$ cat src/sv/imutcf_pkg.sv
// Shared types, widths and the CORDIC arctangent table of the tilt filter.
package imutcf_pkg;

  localparam int RAW_W  = 16;  // raw sensor count width
  localparam int ANG_W  = 18;  // accel angle width in 1/256 degree
  localparam int RATE_W = 17;  // gyro rate width in degrees per second
  localparam int OUT_W  = 32;  // blended angle width
  localparam int DIV_W  = 15;  // gyro divisor width
  localparam int WGT_W  = 9;   // accel weight width
  localparam int TS_W   = 16;  // time step width
  localparam int CRD_W  = 28;  // CORDIC x and y datapath width
  localparam int Z_W    = 25;  // CORDIC angle accumulator width, 2^-16 degree
  localparam int STEP_W = 5;   // index into the 23 entry arctangent table
  localparam int ROOT_W = 24;  // square root result width
  localparam int RAD_W  = 48;  // square root radicand width
  localparam int REM_W  = 26;  // square root remainder width
  localparam int NLANES = 3;

  localparam int CFG_IDX_W = 1;
  localparam logic [CFG_IDX_W-1:0] REG_GYRO_DIVISOR = 1'b0;
  localparam logic [CFG_IDX_W-1:0] REG_ACCEL_WEIGHT = 1'b1;

  typedef struct packed {
    logic                     done;
    logic signed [ANG_W-1:0]  angle;
    logic signed [RATE_W-1:0] rate;
  } lane_res_t;

  // atan(2^-i) in 2^-16 degree, rounded to nearest.
  function automatic logic signed [Z_W-1:0] atan_entry(input logic [STEP_W-1:0] i);
    logic signed [Z_W-1:0] v;
    case (i)
      5'd0:  v = 25'sd2949120;
      5'd1:  v = 25'sd1740967;
      5'd2:  v = 25'sd919879;
      5'd3:  v = 25'sd466945;
      5'd4:  v = 25'sd234379;
      5'd5:  v = 25'sd117304;
      5'd6:  v = 25'sd58666;
      5'd7:  v = 25'sd29335;
      5'd8:  v = 25'sd14668;
      5'd9:  v = 25'sd7334;
      5'd10: v = 25'sd3667;
      5'd11: v = 25'sd1833;
      5'd12: v = 25'sd917;
      5'd13: v = 25'sd458;
      5'd14: v = 25'sd229;
      5'd15: v = 25'sd115;
      5'd16: v = 25'sd57;
      5'd17: v = 25'sd29;
      5'd18: v = 25'sd14;
      5'd19: v = 25'sd7;
      5'd20: v = 25'sd4;
      5'd21: v = 25'sd2;
      5'd22: v = 25'sd1;
      default: v = 25'sd0;
    endcase
    return v;
  endfunction

endpackage

$ cat src/sv/imutcf_lane.sv
// One lane: gyro rate divider, hypotenuse square root and CORDIC atan2.
module imutcf_lane #(
  parameter int CORDIC_STEPS = 16
) (
  input  logic                                clk,
  input  logic                                rst,
  input  logic                                start,
  input  logic                                hyp_num,
  input  logic signed [imutcf_pkg::RAW_W-1:0] opa,
  input  logic signed [imutcf_pkg::RAW_W-1:0] opb,
  input  logic signed [imutcf_pkg::RAW_W-1:0] opn,
  input  logic signed [imutcf_pkg::RAW_W-1:0] gyro,
  input  logic [imutcf_pkg::DIV_W-1:0]        divisor,
  output imutcf_pkg::lane_res_t               res
);
  import imutcf_pkg::*;

  typedef enum logic [5:0] {
    L_IDLE  = 6'b000001,
    L_SQ    = 6'b000010,
    L_ROOT  = 6'b000100,
    L_CINIT = 6'b001000,
    L_CORD  = 6'b010000,
    L_DONE  = 6'b100000
  } lane_state_t;

  lane_state_t state;

  logic [2*RAW_W-1:0] asq, bsq;
  logic [RAD_W-1:0]   rad;
  logic [REM_W-1:0]   rem;
  logic [ROOT_W-1:0]  root;
  logic [STEP_W-1:0]  rcnt;

  logic [RAW_W-1:0]   dd, dq;
  logic [DIV_W-1:0]   drem, dsor;
  logic               dneg, drun;
  logic [3:0]         dcnt;

  logic signed [CRD_W-1:0] cx, cy;
  logic signed [Z_W-1:0]   cz;
  logic [STEP_W-1:0]       cstep;
  logic                    zero;

  logic [REM_W+1:0] rt, rtrial;
  logic [RAW_W-1:0] dr;
  logic signed [CRD_W-1:0] xs, ys;
  logic signed [Z_W:0]     zr;

  assign rt     = {rem, rad[RAD_W-1 -: 2]};
  assign rtrial = {2'b00, root, 2'b01};
  assign dr     = {drem, dd[RAW_W-1]};
  assign xs     = cx >>> cstep;
  assign ys     = cy >>> cstep;
  assign zr     = {cz[Z_W-1], cz} + (Z_W+1)'(128);

  always_ff @(posedge clk) begin
    if (rst) begin
      state <= L_IDLE;
      drun  <= 1'b0;
    end else begin
      case (state)
        L_IDLE: begin
          if (start) begin
            asq   <= (2*RAW_W)'(opa * opa);
            bsq   <= (2*RAW_W)'(opb * opb);
            dneg  <= gyro[RAW_W-1];
            dd    <= gyro[RAW_W-1] ? RAW_W'(-gyro) : gyro;
            dq    <= '0;
            drem  <= '0;
            dsor  <= (divisor == '0) ? DIV_W'(1) : divisor;
            dcnt  <= '0;
            drun  <= 1'b1;
            state <= L_SQ;
          end
        end
        L_SQ: begin
          rad   <= {asq + bsq, 16'h0000};
          rem   <= '0;
          root  <= '0;
          rcnt  <= '0;
          state <= L_ROOT;
        end
        L_ROOT: begin
          if (rt >= rtrial) begin
            rem  <= REM_W'(rt - rtrial);
            root <= {root[ROOT_W-2:0], 1'b1};
          end else begin
            rem  <= rt[REM_W-1:0];
            root <= {root[ROOT_W-2:0], 1'b0};
          end
          rad  <= {rad[RAD_W-3:0], 2'b00};
          rcnt <= rcnt + 1'b1;
          if (rcnt == STEP_W'(ROOT_W-1)) state <= L_CINIT;
        end
        L_CINIT: begin
          if (hyp_num) begin
            cx <= CRD_W'(512);
            cy <= CRD_W'({1'b0, root});
          end else begin
            cx <= CRD_W'({1'b0, root});
            cy <= CRD_W'($signed({opn, 8'h00}));
          end
          // Only atan2(0, 0) is forced to zero; the hypotenuse lane has a
          // fixed nonzero denominator.
          zero  <= !hyp_num && (root == '0) && (opn == '0);
          cz    <= '0;
          cstep <= '0;
          state <= L_CORD;
        end
        L_CORD: begin
          if (!cy[CRD_W-1]) begin
            cx <= cx + ys;
            cy <= cy - xs;
            cz <= cz + atan_entry(cstep);
          end else begin
            cx <= cx - ys;
            cy <= cy + xs;
            cz <= cz - atan_entry(cstep);
          end
          cstep <= cstep + 1'b1;
          if (cstep == STEP_W'(CORDIC_STEPS-1)) state <= L_DONE;
        end
        L_DONE: state <= L_IDLE;
        default: state <= L_IDLE;
      endcase

      // Restoring division runs alongside the square root.
      if (drun && state != L_IDLE) begin
        if (dr >= {1'b0, dsor}) begin
          drem <= DIV_W'(dr - {1'b0, dsor});
          dq   <= {dq[RAW_W-2:0], 1'b1};
        end else begin
          drem <= dr[DIV_W-1:0];
          dq   <= {dq[RAW_W-2:0], 1'b0};
        end
        dd   <= {dd[RAW_W-2:0], 1'b0};
        dcnt <= dcnt + 1'b1;
        if (dcnt == 4'd15) drun <= 1'b0;
      end
    end
  end

  always_comb begin
    res.done  = (state == L_DONE);
    res.angle = zero ? '0 : ANG_W'(zr >>> 8);
    res.rate  = dneg ? -RATE_W'({1'b0, dq}) : RATE_W'({1'b0, dq});
  end

endmodule

$ cat config.mk
export PLATFORM = sky130hd
export DESIGN_NAME = imutcf_lane
export DESIGN_NICKNAME = d
export VERILOG_FILES = /design/src/sv/imutcf_pkg.sv /design/src/sv/imutcf_lane.sv
export SDC_FILE = /design/constraint.sdc
export NUM_CORES = 2
export LEC_CHECK = 0
export BUFFER_PORTS_ARGS = -buffer_cell sky130_fd_sc_hd__buf_2
export CAP_MARGIN = 20
export CORE_AREA = 2 2 302 364
export CTS_CLUSTER_SIZE = 28
export DETAILED_ROUTE_END_ITERATION = 12
export DIE_AREA = 0 0 304 366
export PLACE_DENSITY_LB_ADDON = 0.12
export SLEW_MARGIN = 20
export SYNTH_ARGS = -nofsm -noshare
export SYNTH_HDL_FRONTEND = slang
export SYNTH_SLANG_ARGS = --single-unit
$ cat constraint.sdc
create_clock -name clk -period 10.9 [get_ports clk]
set_input_delay 2.18 -clock clk [delete_from_list [all_inputs] [get_ports clk]]
set_output_delay 2.18 -clock clk [all_outputs]
set_load 0.03 [all_outputs]
==> impl_metrics.env <==
export IMPL_wl_mm=113
export IMPL_synth_xor_area_share_pct=6.25
export IMPL_grt_pass1_vias=34000
export IMPL_synthMuxAreaShare_pct=6.11
export IMPL_tns_ps=0
export IMPL_vias=32700
export IMPL_holdBufCountCts=0
export IMPL_synth_seq_area_share_pct=22.1
export IMPL_rr_endpoint="cy[27]"
export IMPL_grt_total_usage_pct=20.4
export IMPL_critPathKind="in2reg"
export IMPL_leakage_nw=21.2
export IMPL_start_util_pct=40.8
export IMPL_h_tree_depth=2
export IMPL_relSlewSlack_pct=25.7
export IMPL_pwr_share_seq_pct=15.7
export IMPL_synth_compound_area_share_pct=12.3
export IMPL_grt_start_max_net_pins=100
export IMPL_ctsResizeCount=0
export IMPL_ir_worst_vdd_v=0.000516
export IMPL_fin_nets=5588
export IMPL_crit_arrival_ps=8990
export IMPL_postRouteAntennaNets=0
export IMPL_yosys_area_share_simple_pct=13.5
export IMPL_cts_setup_buffers=0
export IMPL_rsz0062_at_grt="no"
export IMPL_synthesis_nets=5579
export IMPL_die_area_um2=111000
export IMPL_die_w_um=304
export IMPL_multi_input_comb_area_um2=30600
export IMPL_synth_common_cells="746 x inv_1, 471 x fa_1, 383 x nor2_1"
export IMPL_numClockSinks=332
export IMPL_worstReg2RegStart="cstep[0]"
export IMPL_seq_area_um2=9680
export IMPL_synth_cell_types=96
export IMPL_ys_seq_elements=332
export IMPL_tightest_slew_ps=1110
export IMPL_powerDensity_nw_per_um2=299
export IMPL_syn_area_um2=43800
export IMPL_reg2reg_depth=22
export IMPL_synth_edf_count=303
export IMPL_numCtsBuffers=42
export IMPL_yosys_warnings=0
export IMPL_grt_pass1_wl_mm=183
export IMPL_maxCapViolCount=0
export IMPL_hpwl_mm=89.0
export IMPL_clkLatencyLatePin_ps=600
export IMPL_p_switching_mw=6.43
export IMPL_setup_viol=0
export IMPL_drt_pass1_iter_count=5
export IMPL_fmax_mhz=115
export IMPL_drc=0
export IMPL_postLayoutCoreUtil_pct=44.0
export IMPL_critPathCaptureType="register"
export IMPL_worst_r2r_setup_slack_ps=3950
export IMPL_grt_ovfl_total=0
export IMPL_synth_area_leaders="fa_1 22%, edfxtp_1 21%, ha_1 10%"
export IMPL_cts_max_path_buffers=3
export IMPL_worstSetupStartpoint="opb[15]"
export IMPL_root_buffer="clkbuf_16"
export IMPL_synth_ff_type="edfxtp_1"
export IMPL_pwr_share_clk_pct=10.9
export IMPL_cts_tree="done"
export IMPL_crit_fanout=17
export IMPL_synth_most_common_cell="inv_1"
export IMPL_area_growth_pct=7.81
export IMPL_drtIter0Drc=1765
export IMPL_syn_inst=4674
export IMPL_intPower_mw=7.71
export IMPL_drive_gt1_share_pct=8.01
export IMPL_crit_end="bsq[31]"
export IMPL_hold_class="reg2reg"
export IMPL_n_fill_cell=10600
export IMPL_io_buffers=118
export IMPL_p_sw_share_pct=45.5
export IMPL_finalHoldViolations=0
export IMPL_worst_ep_required_time_ps=11220
export IMPL_holdWs_ps=503
export IMPL_yosys_area_top_type="fa_1"
export IMPL_antenna_found_initial=3
export IMPL_gp_congestion=0.914
export IMPL_drv_slew=0
export IMPL_clock_skew_ps=31.5
export IMPL_synth_top_family_by_area="adder cells"
export IMPL_clkTransAtPathRegs_ps=60
export IMPL_finalCriticalPeriod_ps=8670
export IMPL_die_y_um=366
export IMPL_viasPerCell=5.34
export IMPL_rows=132
export IMPL_synthArstFlopShare_pct=0
export IMPL_finalCritPeriodShare_pct=79.5
export IMPL_syn_avg_cell_area_um2=9.38
export IMPL_wl_per_cell_um=18.4
export IMPL_synthAdderAreaFrac_pct=31.5
export IMPL_ios=119
export IMPL_netlist_area_leader_share_pct=21.5
export IMPL_coreArea_um2=108000
export IMPL_startpoint_type="input port"
export IMPL_pre_cts_ws_ps=1560
export IMPL_status="finished clean"
export IMPL_fin_ws_ps=2230
export IMPL_p_comb_share_pct=73.4
[per-stage QoR]
| stage | power, mW | instance area (um2) | cells |
|---|---|---|---|
| after floorplan | 10.4 | 43800 | 4674 |
| after global placement | 12.8 | 45700 | 6046 |
| after global routing | 16.0 | 47300 | 6125 |
| final | 14.1 | 47300 | 6125 |
| after CTS | 14.5 | 47300 | 6124 |
| after detailed placement | 12.8 | 45700 | 6046 |
[worst min path at each step]
stage	from	cells after the start	end	slack [ps]
after global routing	dd[11]	2	dd[12]	560
after floorplan	rad[16]	2	rad[18]	480
after global placement	rad[16]	2	rad[18]	500
after detailed placement	rad[16]	2	rad[18]	490
after CTS	rad[16]	2	rad[18]	510
final	rad[16]	2	rad[18]	500
[sequential cells by signal, indices dropped and copies added, names as in the netlist, 16 cells and up, named ones only]
signal	flops
rad	32
asq	31
bsq	31
cx	28
cy	28
rem	26
cz	25
root	24
dd	16
dq	16
[area by class of cell]
cell class	instances	share of cell area, %
timing repair buffer	152	1.82
multi-input combinational	3403	64.8
clock inverter	31	0.950
antenna	1	0.00529
tap	1407	3.72
clock buffer	47	2.26
inverter	752	5.97
sequential	332	20.5
[cells in the final DEF, fill, tap and decap left out, types with 20 or more instances in the layout]
cell	Yosys	layout
inv_1	746	745
edfxtp_1	303	303
clkbuf_16	0	42
nor3_1	61	60
mux2_2	21	21
mux2i_1	89	89
dfxtp_1	29	29
mux4_2	67	67
and2_1	87	87
xnor2_1	198	198
ha_1	351	351
nor2b_1	37	37
a21oi_1	215	213
o31ai_1	30	29
nand2_1	372	372
nand2b_1	40	40
nor4_1	22	22
a31oi_1	43	43
o21ai_0	191	190
a211oi_1	38	38
nand3_1	72	72
nor2_1	383	382
and3_1	41	41
or3_1	44	44
fa_1	471	471
buf_4	8	33
xor2_1	113	113
o21bai_1	20	20
o21a_1	36	36
a21o_1	75	75
buf_2	18	118
[power groups by stage]
| stage | Sequential [mW] | Combinational [mW] | Clock [mW] |
|---|---|---|---|
| after floorplan | 2.21 | 8.19 | 0 |
| after global placement | 2.25 | 10.5 | 0 |
| after detailed placement | 2.25 | 10.6 | 0 |
| after CTS | 2.23 | 10.7 | 1.59 |
| after global routing | 2.23 | 12.1 | 1.63 |
| final | 2.22 | 10.4 | 1.55 |
[cells by family (layout without fill, tap and decap cells)]
group / after synthesis / in the layout
buf+inv: 939 / 982
fa+ha+maj: 822 / 822
flops: 332 / 332
compound gates: 833 / 833
other cells: 0 / 1
xor+xnor: 312 / 312
simple gates: 1255 / 1255
mux: 181 / 181
[per-layer routing]
metal,GRT usage (%),vias up,routed length (um)
li1,-,15800,-
met3,1.89,180,3540
met2,39.3,565,61300
met4,7.06,2,3860
met1,23.3,16200,44000
met5,0,-,13
[worst max-delay path: stages]
cell and delay, ps:
buf_2 330, inv_1 360, nor2_1 300, fa_1 600, fa_1 890, fa_1 520, fa_1 500, fa_1 490
inv_1 50, fa_1 470, inv_1 40, ha_1 330, and3_1 220, and2_1 170, o21a_1 110, a311o_1 340
o41ai_1 550, o2111ai_1 210, a21oi_1 210, xnor2_1 80
Power figures use the tool's default switching activity.
